`config.mk`:
```
export PLATFORM = sky130hd
export DESIGN_NAME = lacp_sequencer
export DESIGN_NICKNAME = d
export VERILOG_FILES = /design/src/sv/lacp_pkg.sv /design/src/sv/lacp_sequencer.sv
export SDC_FILE = /design/constraint.sdc
export NUM_CORES = 1
export LEC_CHECK = 0
export ABC_AREA = 1
export ABC_CLOCK_PERIOD_IN_PS = 6400
export BUFFER_PORTS_ARGS = -buffer_cell sky130_fd_sc_hd__buf_4
export CAP_MARGIN = 20
export CORE_MARGIN = 10
export CORE_UTILIZATION = 37
export DETAILED_ROUTE_END_ITERATION = 10
export GPL_ROUTABILITY_DRIVEN = 0
export HOLD_SLACK_MARGIN = 0.1
export PLACE_DENSITY = 0.68
export SETUP_SLACK_MARGIN = 0.2
export SYNTH_ARGS = -nofsm -noshare
export SYNTH_HDL_FRONTEND = slang
export SYNTH_SLANG_ARGS = --single-unit
export TNS_END_PERCENT = 10
```
`constraint.sdc`:
```
create_clock -name i_clk -period 6.4 [get_ports i_clk]
set_clock_uncertainty 0.1 [all_clocks]
set_input_delay 0.32 -clock i_clk [delete_from_list [all_inputs] [get_ports i_clk]]
set_output_delay 0.32 -clock i_clk [all_outputs]
set_load 0.005 [all_outputs]
```
`src/sv/lacp_pkg.sv`:
```
`default_nettype none
package lacp_pkg;

    localparam int C_WORDS = 9;
    localparam int C_ROWS  = 8;

    localparam logic [1:0] OP_TICK      = 2'd0;
    localparam logic [1:0] OP_PAT_WRITE = 2'd1;
    localparam logic [1:0] OP_LIST_WRITE = 2'd2;

    localparam logic [7:0] CMD_FRAME  = 8'd0;
    localparam logic [7:0] CMD_PERIOD = 8'd1;
    localparam logic [7:0] CMD_END    = 8'd2;

    localparam logic [7:0] LIST_END_MARK   = 8'd99;
    localparam logic [7:0] PERIOD_AT_RESET = 8'd6;

    typedef struct packed {
        logic [1:0]  operation;
        logic [3:0]  table_pattern;
        logic [5:0]  table_frame;
        logic [3:0]  table_word;
        logic [5:0]  list_index;
        logic [15:0] write_data;
    } t_cmd_word;

    typedef struct packed {
        logic [15:0] row_0;
        logic [15:0] row_1;
        logic [15:0] row_2;
        logic [15:0] row_3;
        logic [15:0] row_4;
        logic [15:0] row_5;
        logic [15:0] row_6;
        logic [15:0] row_7;
    } t_frame_word;

    typedef logic [5:0] t_step;

    typedef enum logic [4:0] {
        U_WAIT,
        U_NOP,
        U_TICK,
        U_CLR_TICK,
        U_PAT_MOD,
        U_LINE,
        U_WLINE,
        U_BASE,
        U_CMD,
        U_SET_PER,
        U_LIST_INC,
        U_LIST_ZERO,
        U_ROW_INIT,
        U_ROW_CAP,
        U_EMIT,
        U_PAT_WR,
        U_LIST_WR
    } t_uop;

    typedef enum logic [3:0] {
        J_ALWAYS,
        J_NEVER,
        J_NO_ACCEPT,
        J_OP_PWR,
        J_OP_LWR,
        J_NOT_TICK,
        J_TICK_BELOW,
        J_CMD_PERIOD,
        J_CMD_END,
        J_NOT_FRAME,
        J_NOT_MARK,
        J_NOT_ROW_LAST,
        J_OUT_BUSY,
        J_PW_BAD,
        J_LW_BAD
    } t_cond;

    typedef struct packed {
        t_uop  uop;
        logic  pat_rd;
        logic  list_rd;
        t_cond cond;
        t_step target;
    } t_ucode;

    typedef struct packed {
        logic accept;
        logic op_tick;
        logic op_pwr;
        logic op_lwr;
        logic tick_below;
        logic cmd_period;
        logic cmd_end;
        logic cmd_frame;
        logic list_mark;
        logic pw_bad;
        logic lw_bad;
        logic row_last;
        logic out_busy;
    } t_flags;

    localparam t_step S_WAIT     = 6'd0;
    localparam t_step S_DISP     = 6'd1;
    localparam t_step S_TICK     = 6'd4;
    localparam t_step S_FIRE     = 6'd6;
    localparam t_step S_DECIDE   = 6'd12;
    localparam t_step S_ROW      = 6'd15;
    localparam t_step S_ROW_RD   = 6'd16;
    localparam t_step S_EMIT     = 6'd18;
    localparam t_step S_PER      = 6'd20;
    localparam t_step S_END      = 6'd28;
    localparam t_step S_RELOAD   = 6'd32;
    localparam t_step S_PWR      = 6'd40;
    localparam t_step S_LWR      = 6'd44;

    function automatic t_ucode lacp_ucode(input t_step step);
        t_ucode w;
        unique case (step)
            S_WAIT:          w = '{U_WAIT,      1'b0, 1'b0, J_NO_ACCEPT,    S_WAIT};
            S_DISP:          w = '{U_NOP,       1'b0, 1'b0, J_OP_PWR,       S_PWR};
            S_DISP + 6'd1:   w = '{U_NOP,       1'b0, 1'b0, J_OP_LWR,       S_LWR};
            S_DISP + 6'd2:   w = '{U_NOP,       1'b0, 1'b0, J_NOT_TICK,     S_WAIT};
            S_TICK:          w = '{U_TICK,      1'b0, 1'b0, J_NEVER,        S_WAIT};
            S_TICK + 6'd1:   w = '{U_NOP,       1'b0, 1'b0, J_TICK_BELOW,   S_WAIT};
            S_FIRE:          w = '{U_CLR_TICK,  1'b0, 1'b1, J_NEVER,        S_WAIT};
            S_FIRE + 6'd1:   w = '{U_PAT_MOD,   1'b0, 1'b0, J_NEVER,        S_WAIT};
            S_FIRE + 6'd2:   w = '{U_LINE,      1'b0, 1'b0, J_NEVER,        S_WAIT};
            S_FIRE + 6'd3:   w = '{U_BASE,      1'b0, 1'b0, J_NEVER,        S_WAIT};
            S_FIRE + 6'd4:   w = '{U_NOP,       1'b1, 1'b0, J_NEVER,        S_WAIT};
            S_FIRE + 6'd5:   w = '{U_CMD,       1'b1, 1'b0, J_NEVER,        S_WAIT};
            S_DECIDE:        w = '{U_NOP,       1'b0, 1'b0, J_CMD_PERIOD,   S_PER};
            S_DECIDE + 6'd1: w = '{U_NOP,       1'b0, 1'b0, J_CMD_END,      S_END};
            S_DECIDE + 6'd2: w = '{U_NOP,       1'b0, 1'b0, J_NOT_FRAME,    S_WAIT};
            S_ROW:           w = '{U_ROW_INIT,  1'b0, 1'b0, J_NEVER,        S_WAIT};
            S_ROW_RD:        w = '{U_NOP,       1'b1, 1'b0, J_NEVER,        S_WAIT};
            S_ROW_RD + 6'd1: w = '{U_ROW_CAP,   1'b0, 1'b0, J_NOT_ROW_LAST, S_ROW_RD};
            S_EMIT:          w = '{U_EMIT,      1'b0, 1'b0, J_OUT_BUSY,     S_EMIT};
            S_EMIT + 6'd1:   w = '{U_NOP,       1'b0, 1'b0, J_ALWAYS,       S_WAIT};
            S_PER:           w = '{U_SET_PER,   1'b0, 1'b0, J_NEVER,        S_WAIT};
            S_PER + 6'd1:    w = '{U_LINE,      1'b0, 1'b0, J_NEVER,        S_WAIT};
            S_PER + 6'd2:    w = '{U_BASE,      1'b0, 1'b0, J_NEVER,        S_WAIT};
            S_PER + 6'd3:    w = '{U_NOP,       1'b1, 1'b0, J_NEVER,        S_WAIT};
            S_PER + 6'd4:    w = '{U_CMD,       1'b0, 1'b0, J_NEVER,        S_WAIT};
            S_PER + 6'd5:    w = '{U_NOP,       1'b0, 1'b0, J_CMD_END,      S_END};
            S_PER + 6'd6:    w = '{U_NOP,       1'b0, 1'b0, J_NOT_FRAME,    S_WAIT};
            S_PER + 6'd7:    w = '{U_NOP,       1'b0, 1'b0, J_ALWAYS,       S_ROW};
            S_END:           w = '{U_LIST_INC,  1'b0, 1'b0, J_NEVER,        S_WAIT};
            S_END + 6'd1:    w = '{U_NOP,       1'b0, 1'b1, J_NEVER,        S_WAIT};
            S_END + 6'd2:    w = '{U_NOP,       1'b0, 1'b0, J_NOT_MARK,     S_RELOAD};
            S_END + 6'd3:    w = '{U_LIST_ZERO, 1'b0, 1'b0, J_NEVER,        S_WAIT};
            S_RELOAD:        w = '{U_NOP,       1'b0, 1'b1, J_NEVER,        S_WAIT};
            S_RELOAD + 6'd1: w = '{U_PAT_MOD,   1'b0, 1'b0, J_NEVER,        S_WAIT};
            S_RELOAD + 6'd2: w = '{U_LINE,      1'b0, 1'b0, J_NEVER,        S_WAIT};
            S_RELOAD + 6'd3: w = '{U_BASE,      1'b0, 1'b0, J_NEVER,        S_WAIT};
            S_RELOAD + 6'd4: w = '{U_NOP,       1'b1, 1'b0, J_NEVER,        S_WAIT};
            S_RELOAD + 6'd5: w = '{U_CMD,       1'b0, 1'b0, J_NEVER,        S_WAIT};
            S_RELOAD + 6'd6: w = '{U_NOP,       1'b0, 1'b0, J_NOT_FRAME,    S_WAIT};
            S_RELOAD + 6'd7: w = '{U_NOP,       1'b0, 1'b0, J_ALWAYS,       S_ROW};
            S_PWR:           w = '{U_NOP,       1'b0, 1'b0, J_PW_BAD,       S_WAIT};
            S_PWR + 6'd1:    w = '{U_WLINE,     1'b0, 1'b0, J_NEVER,        S_WAIT};
            S_PWR + 6'd2:    w = '{U_BASE,      1'b0, 1'b0, J_NEVER,        S_WAIT};
            S_PWR + 6'd3:    w = '{U_PAT_WR,    1'b0, 1'b0, J_ALWAYS,       S_WAIT};
            S_LWR:           w = '{U_NOP,       1'b0, 1'b0, J_LW_BAD,       S_WAIT};
            S_LWR + 6'd1:    w = '{U_LIST_WR,   1'b0, 1'b0, J_ALWAYS,       S_WAIT};
            default:         w = '{U_NOP,       1'b0, 1'b0, J_ALWAYS,       S_WAIT};
        endcase
        return w;
    endfunction

endpackage
`default_nettype wire

```
`src/sv/lacp_sequencer.sv`:
```
`default_nettype none
module lacp_sequencer (
    input  logic             i_clk,
    input  logic             i_rst_n,
    input  lacp_pkg::t_flags i_flags,
    output lacp_pkg::t_ucode o_ctl
);
    import lacp_pkg::*;

    t_step  r_step;
    t_step  n_step;
    t_ucode ctl;
    logic   jump;

    assign ctl = lacp_ucode(r_step);

    always_comb begin
        unique case (ctl.cond)
            J_ALWAYS:       jump = 1'b1;
            J_NEVER:        jump = 1'b0;
            J_NO_ACCEPT:    jump = !i_flags.accept;
            J_OP_PWR:       jump = i_flags.op_pwr;
            J_OP_LWR:       jump = i_flags.op_lwr;
            J_NOT_TICK:     jump = !i_flags.op_tick;
            J_TICK_BELOW:   jump = i_flags.tick_below;
            J_CMD_PERIOD:   jump = i_flags.cmd_period;
            J_CMD_END:      jump = i_flags.cmd_end;
            J_NOT_FRAME:    jump = !i_flags.cmd_frame;
            J_NOT_MARK:     jump = !i_flags.list_mark;
            J_NOT_ROW_LAST: jump = !i_flags.row_last;
            J_OUT_BUSY:     jump = i_flags.out_busy;
            J_PW_BAD:       jump = i_flags.pw_bad;
            J_LW_BAD:       jump = i_flags.lw_bad;
            default:        jump = 1'b1;
        endcase
    end

    always_comb begin
        n_step = jump ? ctl.target : r_step + 6'd1;
    end

    always_ff @(posedge i_clk) begin
        if (!i_rst_n) begin
            r_step <= S_WAIT;
        end else begin
            r_step <= n_step;
        end
    end

    assign o_ctl = ctl;
endmodule
`default_nettype wire

```
-- Word-level counts from Yosys, hierarchy flattened
Memories as Yosys holds them, arrays and structs flattened. A register that Yosys moved wholly into a read port is not among the register bits.
Cells that the tools add are included.
- memory bits (read-only): 1088
- output and inout port bits: 17
- bits of input ports: 15
- memories: 1
- flip-flop bits (word level): 6
- memory list (memory ; words ; bits a word ; rd ports ; clocked after memory_dff ; wr ports ; RTL line ; text):
    (no name shown) ; 64 ; 17 ; 1 ; 1 ; 0 ; lacp_pkg.sv:118 ; unique case (step)
- eq/ne operators: 14
- $add $sub $neg: 1
- reductions and logical operators: 5
- muxes and demuxes: 3
- operators by type and width (cell ; count):
    equality test 4 bit (second input constant) ; 7
    equality test 4 x 3 -> 1 bit (second input constant) ; 4
    one-hot mux 1 bit (14 select lines) ; 1
    two-way mux 6 bit ; 2
    equality test 4 x 2 -> 1 bit (second input constant) ; 2
    adder 6 x 1 -> 6 bit (second input constant) ; 1
    logical NOT 1 bit ; 5
    equality test 4 x 1 -> 1 bit (second input constant) ; 1

-- Depth between registers and ports, before layout
Gate-level depths: netlist of the first run.
- word-level depth: 4
- depth in mapped cells: 21
- gate-level depth less buffers: 20

-- Worst setup path before layout of the first run
No wires, ideal clock.
- path kind: register -> register
- start point: reg, netlist name o_ctl[7]
- end point: reg, netlist name o_ctl[15]
- buffers on the path: 1
- period minus slack after synthesis: 2.410 ns
- slack: 3.990 ns
- data arrival time: 2.194 ns
- stages on the path, launching flop included: 19
- library setup time: 0.116 ns
- cell sequence: dfxtp_1 buf_2 inv_1 nand3b_1 nand3_1 nand2_1 inv_1 nor2_4 nand2_4 nand2_1 nand2_1 nor2_2 inv_2 ha_1 inv_1 nand3_1 nand2_1 o21ai_1 nand2_1
- cells in the longest elaborated chain, start to end: 4
- elaborated cells between the ends (all ways): 17
- those cells by class: eq/ne (14); mux (3)
- ends and longest elaborated chain (item ; RTL line ; text):
    equality test 4 bit (tied with other cells) ; lacp_sequencer.sv:18 ; unique case (ctl.cond)
    one-hot mux 1 bit (14 select lines) * ; lacp_sequencer.sv:18 ;
    two-way mux 6 bit * ; lacp_sequencer.sv:39 ; n_step = jump ? ctl.target : r_step + 6'd1;
    two-way mux 6 bit (no source line) * ; - ;
Every way passes the cells marked *; elsewhere a longest branch is shown, timed or not.
A chain may end at the register's enable or synchronous reset.

-- Worst setup path in the final report of the first run
- start point: reg, netlist name o_ctl[7]
- end point: reg, netlist name o_ctl[4]
- cells in the longest elaborated chain, start to end: 4
- elaborated cells between the ends (all ways): 17
- those cells by class: eq/ne (14); mux (3)
- ends and longest elaborated chain (item ; RTL line):
    equality test 4 bit (tied with other cells) ; lacp_sequencer.sv:18
    one-hot mux 1 bit (14 select lines) * ; lacp_sequencer.sv:18
    two-way mux 6 bit * ; lacp_sequencer.sv:39
    two-way mux 6 bit (no source line) * ; -
Marks and branches as above.

==> flow_metrics.env, run 1 <==
export IMPL_drive_gt1_frac=0.182
export IMPL_cts_htree_levels=1
export IMPL_cts_buffers_inserted=3
export IMPL_fin_crit_ps=3000
export IMPL_p_sw_frac=0.565
export IMPL_grt_max_degree=21
export IMPL_nNetsFinal=322
export IMPL_fin_area_sq_um=1990
export IMPL_via_per_inst=5.38
export IMPL_power_density_nw_per_um2=575
export IMPL_cpMostUsedCell="nand2_1"
export IMPL_critical_path_class="flop to flop"
export IMPL_cts_buffer_depth=2
export IMPL_area_delta_synth_final_pct=17.3
export IMPL_drtPass1Iterations=5
export IMPL_highest_layer="met4"
export IMPL_num_vias=1876
export IMPL_root_buffer="clkbuf_8"
export IMPL_crit_family="simple AND/OR/NAND/NOR gates"
export IMPL_grt_first_pass_wirelength_mm=8.00
export IMPL_core_area_sq_um=4380
export IMPL_ctsHoldBuffers=0
export IMPL_row_count=24
export IMPL_drtIter0Drc=174
export IMPL_path_clk_slew_ps=80
export IMPL_pre_cts_slack_ps=3490
export IMPL_ir_drop_v=0.000238
export IMPL_track_usage=0.125
export IMPL_synth_warnings=0
export IMPL_wl_met1_mm=1.96
export IMPL_clk_latency_ps=270
export IMPL_worst_endpoint_arrival_ps=3090
export IMPL_cts_setup_buffers=0
export IMPL_finalHoldViolCount=0
export IMPL_cts_tree="done"
export IMPL_cp_start_kind="flop"
export IMPL_p_comb_frac=0.718
export IMPL_portBuffers=31
export IMPL_setup_viol_count_final=0
export IMPL_die_w_microns=87.7
export IMPL_synthCells=268
export IMPL_synth_flop_cell="dfxtp_1"
export IMPL_crit_required_ps=6490
export IMPL_pwr_share_seq=0.202
export IMPL_final_common_cell="nand2_1"
export IMPL_fmax_ghz=0.334
export IMPL_dr_wl_met2_mm=2.28
export IMPL_path_buf_inv=4
export IMPL_slew_violations=0
export IMPL_tightestPinTransition_ps=556
export IMPL_ant_nets=0
export IMPL_syn_cell_area_sq_um=1700
export IMPL_placed_area_sq_um=1940
export IMPL_overflow=0
export IMPL_antenna_found_initial=0
export IMPL_synth_edff_count=0
export IMPL_power_internal_w=0.000497
export IMPL_max_cap_violations=0
export IMPL_die_area_sq_um=7690
export IMPL_yosysUniqueCellTypes=25
export IMPL_cts_resized=0
export IMPL_initial_utilization=0.387
export IMPL_max_stage_delay_ps=490
export IMPL_power_switching_w=0.000647
export IMPL_reg2reg_depth=17
export IMPL_status="completed"
export IMPL_antenna_cells=0
export IMPL_cts_sinks=23
export IMPL_yosysSeqAreaShare=0.272
export IMPL_syn_num_nets=292
export IMPL_power_w=0.00114
export IMPL_synth_seq_cells=23
export IMPL_fp_dieH_microns=87.7
export IMPL_boundaryPins=32
export IMPL_avgRoutedWirePerCell_microns=13.8
export IMPL_postLayoutSetupSlackWorst_ps=3400
export IMPL_synthArstFlopShare=0
export IMPL_holdPathStages=3
export IMPL_postSynthAreaPerCell_sq_um=6.33
export IMPL_worstSetupPathDepth=17
export IMPL_power_leakage_nw=1.06
export IMPL_drcViolationCount=0
export IMPL_routed_wl_mm=4.82
export IMPL_pwr_share_clk=0.080
export IMPL_cp_cell_sequence="inv_1, nand3b_1, nand3_1, nand2_1, inv_1, nor2_4, nand2_4, nand2_1, nand2_1, nor2_2, inv_2, ha_1, inv_1, nand3_1, o21ai_1, nand2_1, o21ai_0"
export IMPL_mostFrequentLayoutCells="nand2_1, nand3_1, buf_4"
export IMPL_crit_slowest_cell="dfxtp_1"
export IMPL_slew_headroom=0.628
export IMPL_rsz0062_at_grt="no"
export IMPL_hold_class="primary input to flop"
export IMPL_hpwl_mm=3.59
export IMPL_dr_wl_met3_microns=390
export IMPL_path_max_fanout=9
export IMPL_grt_pass1_vias=1758
export IMPL_setup_tns_final_ps=0
export IMPL_end_kind="flop"
export IMPL_fin_crit_sh=0.468
==> cell families (layout without fill, tap and decap cells) <==
kind of cell	count (synthesis)	in the layout	synth area share
buffers and inverters	40	69	0.104
adder cells (fa/ha/maj)	9	9	0.0664
AND/OR/NAND/NOR	174	174	0.483
AO/OA/AOI/OAI	18	18	0.0546
flip-flops	23	23	0.272
XOR/XNOR	4	4	0.0207
==> worst paths after layout <==
path | from | end | slack (ps)
setup / recovery | o_ctl[7]$_DFF_P_ | o_ctl[4]$_SDFF_PN0_ | 3400
hold / removal | i_rst_n | r_step[1]$_SDFF_PN0_ | 300
setup reg to reg | o_ctl[7]$_DFF_P_ | o_ctl[4]$_SDFF_PN0_ | 3400
hold reg to reg | o_ctl[1]$_DFF_P_ | r_step[1]$_SDFF_PN0_ | 470
==> final cells by class <==
cell class	instances	area, sq um
multi-input cells	205	1060
flip-flops and latches	23	460
fillers	465	2390
inverters	34	128
clock buffers	4	45.0
well taps	52	65.1
repair buffers	31	233
==> tightest hold or removal path: cells and delay by family <==
family | cells | cell delay, ps
buffers and inverters | 1 | 160
and+or+nand+nor | 2 | 150
==> layer usage <==
| layer | vias to the layer above | track usage |
|---|---|---|
| met3 | 24 | 0.0214 |
| li1 | 909 | - |
| met4 | 0 | 0.0725 |
| met1 | 840 | 0.146 |
| met2 | 103 | 0.210 |
| met5 | - | 0 |
==> power groups by stage <==
stage	Clock, W	Combinational (W)	Sequential, W
after global placement	0	0.000799	0.000233
after CTS	0.0000925	0.000801	0.000232
final	0.0000912	0.000821	0.000231
after detailed placement	0	0.000794	0.000235
after floorplan	0	0.000615	0.000226
after global routing	0.0000978	0.000915	0.000239
==> synthesized netlist by cell type (all sizes together), types with 3 or more instances <==
master  instances  area, sq um
o21ai          14         70.1
ha              9          113
buf             6         48.8
nand3          40          223
xor2            3         26.3
a21oi           3         15.0
nand2          90          353
nor2           31          156
inv            34          128
dfxtp          23          460
nand4           6         37.5
nand3b          5         37.5
==> state kept, by name, summed over array words and instances (netlist names) <==
signal	flops
o_ctl	17
r_step	6
==> stage by stage <==
step	util	instances	hold slack [ps]
final	0.454	349	300
after global routing	0.454	349	319
after CTS	0.454	349	294
after detailed placement	0.443	345	465
after global placement	0.443	345	471
after floorplan	-	268	448
(Power assumes the default switching activity.)
==> inputs of run 2 (changes only) <==
--- a/config.mk
+++ b/config.mk
@@ -5,8 +5,8 @@
 export SDC_FILE = /design/constraint.sdc
 export NUM_CORES = 1
 export LEC_CHECK = 0
-export ABC_AREA = 1
-export ABC_CLOCK_PERIOD_IN_PS = 6400
+export ABC_AREA = 0
+export ABC_CLOCK_PERIOD_IN_PS = 2550
 export BUFFER_PORTS_ARGS = -buffer_cell sky130_fd_sc_hd__buf_4
 export CAP_MARGIN = 20
 export CORE_MARGIN = 10
@@ -14,7 +14,7 @@
 export DETAILED_ROUTE_END_ITERATION = 10
 export GPL_ROUTABILITY_DRIVEN = 0
 export HOLD_SLACK_MARGIN = 0.1
-export PLACE_DENSITY = 0.68
+export PLACE_DENSITY = 0.7
 export SETUP_SLACK_MARGIN = 0.2
 export SYNTH_ARGS = -nofsm -noshare
 export SYNTH_HDL_FRONTEND = slang
==> constraint.sdc (replaced) <==
create_clock -name i_clk -period 2.55 [get_ports i_clk]
set_clock_uncertainty 0.1 [all_clocks]
set_input_delay 0.1275 -clock i_clk [delete_from_list [all_inputs] [get_ports i_clk]]
set_output_delay 0.1275 -clock i_clk [all_outputs]
set_load 0.005 [all_outputs]
==> run 2 against run 1 <==
The flow now finishes with violations (setup timing). First-iteration DRC count is 41% higher. Synthesized area is 7.5% higher. Combinational power is 130% higher. Die area is 5.8% higher. Fmax is 10% higher. Setup slack worse by 3600 ps. Final cell count is 7.7% higher. Critical path type unchanged. Critical endpoint is now o_ctl[8]$_DFF_P_. Largest power group unchanged.
==> flow_metrics.env, run 2 <==
export IMPL_status="complete, but fails checks"
export IMPL_violations="setup timing"
export IMPL_cts_htree_levels=1
export IMPL_root_buffer="clkbuf_8"
export IMPL_via_per_inst=5.82
export IMPL_drtPass1Iterations=4
export IMPL_die_area_sq_um=8130
export IMPL_synth_warnings=0
export IMPL_cts_sinks=23
export IMPL_fp_dieH_microns=90.2
export IMPL_overflow=0
export IMPL_die_w_microns=90.2
export IMPL_postLayoutSetupSlackWorst_ps=-161
export IMPL_syn_cell_area_sq_um=1820
export IMPL_timing_rr_end="o_ctl[8]$_DFF_P_"
export IMPL_synth_seq_cells=23
export IMPL_synth_top_area_share=0.253
export IMPL_antenna_found_initial=0
export IMPL_fin_crit_sh=1.06
export IMPL_power_leakage_nw=1.22
export IMPL_pwr_share_seq=0.202
export IMPL_fin_area_sq_um=2780
export IMPL_setup_tns_final_ps=-1160
export IMPL_avgRoutedWirePerCell_microns=18.4
export IMPL_synth_top_cells_by_area="dfxtp_1, ha_1, nand2_1"
export IMPL_path_max_fanout=8
export IMPL_drtIter0Drc=246
export IMPL_hpwl_mm=5.09
export IMPL_final_common_cell="buf_4"
export IMPL_dr_wl_met2_mm=3.32
export IMPL_slew_headroom=0.581
export IMPL_hold_class="primary input to flop"
export IMPL_power_internal_w=0.00151
export IMPL_drive_gt1_frac=0.450
export IMPL_synthArstFlopShare=0
export IMPL_highest_layer="met4"
export IMPL_track_usage=0.161
export IMPL_syn_num_nets=248
export IMPL_grt_max_degree=27
export IMPL_crit_reg2reg_launch="o_ctl[7]$_DFF_P_"
export IMPL_cts_buffer_depth=2
export IMPL_core_area_sq_um=4750
export IMPL_antenna_cells=0
export IMPL_slew_violations=0
export IMPL_max_cap_violations=0
export IMPL_synth_commonest_cells="dfxtp_1, nand2_1, o21ai_0"
export IMPL_setup_viol_count_final=15
export IMPL_holdPathStages=3
export IMPL_boundaryPins=32
export IMPL_reg2reg_depth=11
export IMPL_crit_required_ps=2650
export IMPL_drcViolationCount=0
export IMPL_routed_wl_mm=6.92
export IMPL_fill_cells=436
export IMPL_hp_start="i_rst_n"
export IMPL_cts_tree="done"
export IMPL_critical_path_class="flop to flop"
export IMPL_ir_drop_v=0.000512
export IMPL_worst_endpoint_arrival_ps=2810
export IMPL_p_comb_frac=0.711
export IMPL_fin_crit_ps=2710
export IMPL_finalHoldViolCount=0
export IMPL_dr_wl_met3_microns=461
export IMPL_cts_buffers_inserted=3
export IMPL_pre_cts_slack_ps=-187
export IMPL_pwr_share_clk=0.087
export IMPL_fmax_ghz=0.369
export IMPL_power_density_nw_per_um2=972
export IMPL_p_sw_frac=0.442
export IMPL_mostFrequentLayoutCells="buf_4, nand2_1, dfxtp_1"
export IMPL_ctsHoldBuffers=0
export IMPL_path_clk_slew_ps=90
export IMPL_ant_nets=0
export IMPL_clk_latency_ps=270
export IMPL_largest_register_ffs=17
export IMPL_num_vias=2188
export IMPL_grt_first_pass_wirelength_mm=11.0
export IMPL_placed_area_sq_um=2600
export IMPL_yosysSeqAreaShare=0.253
export IMPL_worstHoldEndpoint="o_ctl[0]$_DFF_P_"
export IMPL_synth_flop_cell="dfxtp_1"
export IMPL_wl_met1_mm=2.85
export IMPL_row_count=25
export IMPL_synthCells=224
export IMPL_area_delta_synth_final_pct=52.6
export IMPL_ff2ff_setup_slack_ps=-160
export IMPL_end_kind="flop"
export IMPL_cp_start_kind="flop"
export IMPL_synth_area_leader_cell="dfxtp_1"
export IMPL_initial_utilization=0.383
export IMPL_yosysUniqueCellTypes=61
export IMPL_portBuffers=31
export IMPL_synth_edff_count=0
export IMPL_tightestPinTransition_ps=624
export IMPL_postSynthAreaPerCell_sq_um=8.14
export IMPL_grt_pass1_vias=2138
export IMPL_nNetsFinal=334
export IMPL_power_switching_w=0.00119
export IMPL_rsz0062_at_grt="yes"
run 2: changes by cell type after synthesis, sizes merged, moves of 4 or more:
cell and delta:
clkbuf +5, a21oi +8, mux2 +8, nand2 -66, nand3 -30, mux2i +6, nand4 -4, or4 +4
inv -20, nor2 -18
run 2: power by group through the flow:
stage / Combinational [W] / Sequential [W] / Clock (W)
4_1_cts: 0.00183 / 0.000544 / 0.000239
5_1_grt: 0.00206 / 0.000562 / 0.000256
2_1_floorplan: 0.000980 / 0.000532 / 0
6_report: 0.00192 / 0.000547 / 0.000235
3_3_place_gp: 0.00171 / 0.000543 / 0
3_5_place_dp: 0.00171 / 0.000548 / 0
run 2: cells by family after synthesis:
family,Yosys count,synth area share
compound gates,76,0.314
simple gates,73,0.209
buf+inv,25,0.0570
flops,23,0.253
mux,14,0.0865
fa+ha+maj,9,0.0618
xor+xnor,4,0.0192
run 2: per-stage QoR:
step	total power, W	hold slack, ps	utilization	instances
after floorplan	0.00151	312	-	224
after global placement	0.00225	411	0.547	370
after detailed placement	0.00226	411	0.547	370
after CTS	0.00261	237	0.578	376
after global routing	0.00287	261	0.585	376
final	0.00270	251	0.585	376
run 2: layout make-up:
| class | instances | area (sq um) | share of cell area |
|---|---|---|---|
| Multi-Input combinational cell | 176 | 1420 | 0.511 |
| Tap cell | 67 | 83.8 | 0.0301 |
| Inverter | 14 | 57.6 | 0.0207 |
| Timing Repair Buffer | 92 | 707 | 0.254 |
| Sequential cell | 23 | 467 | 0.168 |
| Clock inverter | 1 | 5.00 | 0.00180 |
| Clock buffer | 3 | 41.3 | 0.0148 |
run 2: how the worst max path moves through the flow:
stage	start	end	depth (start not counted)
6_report	o_ctl[7]$_DFF_P_	o_ctl[8]$_DFF_P_	11
5_1_grt	o_ctl[7]$_DFF_P_	o_ctl[13]$_DFF_P_	11
4_1_cts	o_ctl[7]$_DFF_P_	o_ctl[13]$_DFF_P_	9
3_5_place_dp	o_ctl[7]$_DFF_P_	o_ctl[13]$_DFF_P_	9
3_3_place_gp	o_ctl[7]$_DFF_P_	o_ctl[13]$_DFF_P_	9
2_1_floorplan	o_ctl[7]$_DFF_P_	o_ctl[9]$_DFF_P_	12
run 2: worst max-delay path, cell delays in order, from the launching register on:
cell,delay (ps)
dfxtp_4,380
or3b_1,350
o311a_1,160
o31ai_4,290
nor2_4,100
buf_4,140
buf_4,150
o21ai_0,430
buf_4,220
a21o_1,100
a221oi_2,60
a21oi_1,140
run 2: repair_timing:
item | in CTS | in global routing
buffers inserted | 2 | 0
resized for setup | 20 | 10
pin swaps | 9 | 4
endpoints found under the setup margin | 19 | 19
run 2: routing by layer:
| metal | vias to the layer above | GRT usage |
|---|---|---|
| met5 | - | 0 |
| met4 | 0 | 0.0942 |
| met3 | 21 | 0.0208 |
| met2 | 121 | 0.256 |
| met1 | 1021 | 0.204 |
| li1 | 1025 | - |
==> inputs of run 3 (changes only) <==
--- a/config.mk
+++ b/config.mk
@@ -16,6 +16,7 @@
 export HOLD_SLACK_MARGIN = 0.1
 export PLACE_DENSITY = 0.7
 export SETUP_SLACK_MARGIN = 0.2
+export SKIP_CTS_REPAIR_TIMING = 1
 export SYNTH_ARGS = -nofsm -noshare
 export SYNTH_HDL_FRONTEND = slang
 export SYNTH_SLANG_ARGS = --single-unit
==> run 3 against run 2 <==
Largest cell class unchanged. Hold slack better by 16 ps. Setup slack worse by 74 ps. Final cell count up 1.1%. Non-clock buffer count increased by 4. First-iteration DRC count down 2.4%. The run still ends with setup timing left. Global-route usage down 0.41 points. Critical endpoint is now o_ctl[9]$_DFF_P_. Critical path type unchanged.
==> flow_metrics.env, run 3 (synthesis results as in run 2) <==
export IMPL_status="complete, but fails checks"
export IMPL_violations="setup timing"
export IMPL_nNetsFinal=338
export IMPL_antenna_cells=0
export IMPL_area_delta_synth_final_pct=57.3
export IMPL_cts_buffer_depth=2
export IMPL_cts_tree="done"
export IMPL_grt_pass1_vias=2084
export IMPL_mostFrequentLayoutCells="buf_4, nand2_1, dfxtp_1"
export IMPL_avgRoutedWirePerCell_microns=18.2
export IMPL_register_area_sq_um=469
export IMPL_grt_first_pass_wirelength_mm=10.8
export IMPL_power_density_nw_per_um2=968
export IMPL_slew_headroom=0.570
export IMPL_ant_nets=0
export IMPL_tightestPinTransition_ps=641
export IMPL_grt_max_degree=27
export IMPL_end_kind="flop"
export IMPL_cp_startpoint="o_ctl[8]$_DFF_P_"
export IMPL_overflow=0
export IMPL_grtUsageMet2=0.250
export IMPL_cts_buffers_inserted=3
export IMPL_via_per_inst=5.74
export IMPL_fin_crit_ps=2780
export IMPL_ff2ff_setup_slack_ps=-230
export IMPL_die_area_sq_um=8130
export IMPL_largest_register_ffs=17
export IMPL_hold_class="primary input to flop"
export IMPL_slew_violations=0
export IMPL_worst_endpoint_arrival_ps=2850
export IMPL_core_area_sq_um=4750
export IMPL_finalHoldViolCount=0
export IMPL_die_w_microns=90.2
export IMPL_max_cap_violations=0
export IMPL_cp_start_kind="flop"
export IMPL_num_vias=2180
export IMPL_track_usage=0.157
export IMPL_boundaryPins=32
export IMPL_path_max_fanout=7
export IMPL_drtPass1Iterations=4
export IMPL_fill_cells=408
export IMPL_grt_busiest_layer="met2"
export IMPL_pre_cts_slack_ps=-187
export IMPL_use_met3=0.0216
export IMPL_hold_slack_ps=268
export IMPL_postLayoutSetupSlackWorst_ps=-235
export IMPL_cts_htree_levels=1
export IMPL_drcViolationCount=0
export IMPL_routed_wl_mm=6.90
export IMPL_root_buffer="clkbuf_8"
export IMPL_cts_sinks=23
export IMPL_critical_path_class="flop to flop"
export IMPL_multi_input_area_sq_um=1470
export IMPL_drive_gt1_frac=0.482
export IMPL_hp_start="i_rst_n"
export IMPL_clk_latency_ps=270
export IMPL_setup_viol_count_final=16
export IMPL_final_common_cell="buf_4"
export IMPL_fin_crit_sh=1.09
export IMPL_antenna_found_initial=0
export IMPL_initial_utilization=0.383
export IMPL_rsz0062_at_grt="yes"
export IMPL_fp_dieH_microns=90.2
export IMPL_hpwl_mm=5.09
export IMPL_ir_drop_v=0.000485
export IMPL_row_count=25
export IMPL_drtIter0Drc=240
export IMPL_grt_use_met1=0.200
export IMPL_crit_required_ps=2610
export IMPL_portBuffers=31
export IMPL_path_clk_slew_ps=90
export IMPL_crit_reg2reg_launch="o_ctl[8]$_DFF_P_"
export IMPL_fmax_ghz=0.359
export IMPL_power_leakage_nw=1.25
## run 3: through the flow
step / std cells / area (sq um) / power (W) / setup TNS, ps / utilization
after floorplan: 224 / 1900 / 0.00151 / -1940 / -
after global placement: 370 / 2600 / 0.00225 / -1260 / 0.547
after detailed placement: 370 / 2600 / 0.00226 / -1590 / 0.547
after CTS: 374 / 2650 / 0.00251 / -2140 / 0.557
after global routing: 380 / 2870 / 0.00294 / -3290 / 0.603
final: 380 / 2870 / 0.00278 / -2040 / 0.603
## run 3: where the power goes
| group | total, W | leakage [nW] | switching [W] | internal [W] |
|---|---|---|---|---|
| clock | 0.000233 | 0.0255 | 0.000123 | 0.000109 |
| sequential | 0.000545 | 0.189 | 0.0000932 | 0.000452 |
| combinational | 0.00200 | 1.04 | 0.00100 | 0.000996 |
## run 3: final cells by class
type	count	area share
well taps	67	0.0292
clock buffers	3	0.0144
multi-input cells	176	0.514
repair buffers	96	0.257
clock inverters	1	0.00175
inverters	14	0.0201
flip-flops and latches	23	0.164
## run 3: worst max-delay path, stage by stage, from the launching register on
cell,delay (ps)
dfxtp_4,370
nand2b_4,140
a22o_1,220
a311o_1,370
nor2_4,230
mux2i_4,320
inv_4,90
ha_4,320
nor2_2,60
a21o_1,150
a221o_1,300
## run 3: metal layers
layer / wire (microns) / vias to the layer above
li1: - / 1032
met1: 2920 / 1030
met2: 3300 / 91
met3: 375 / 27
met4: 302 / 0
met5: 0 / -
## run 3: path summary, 6_finish.rpt
check,cells after the start,to
setup / recovery,10,o_ctl[9]$_DFF_P_
hold reg to reg,2,r_step[1]$_SDFF_PN0_
setup reg to reg,10,o_ctl[9]$_DFF_P_
hold / removal,3,r_step[1]$_SDFF_PN0_
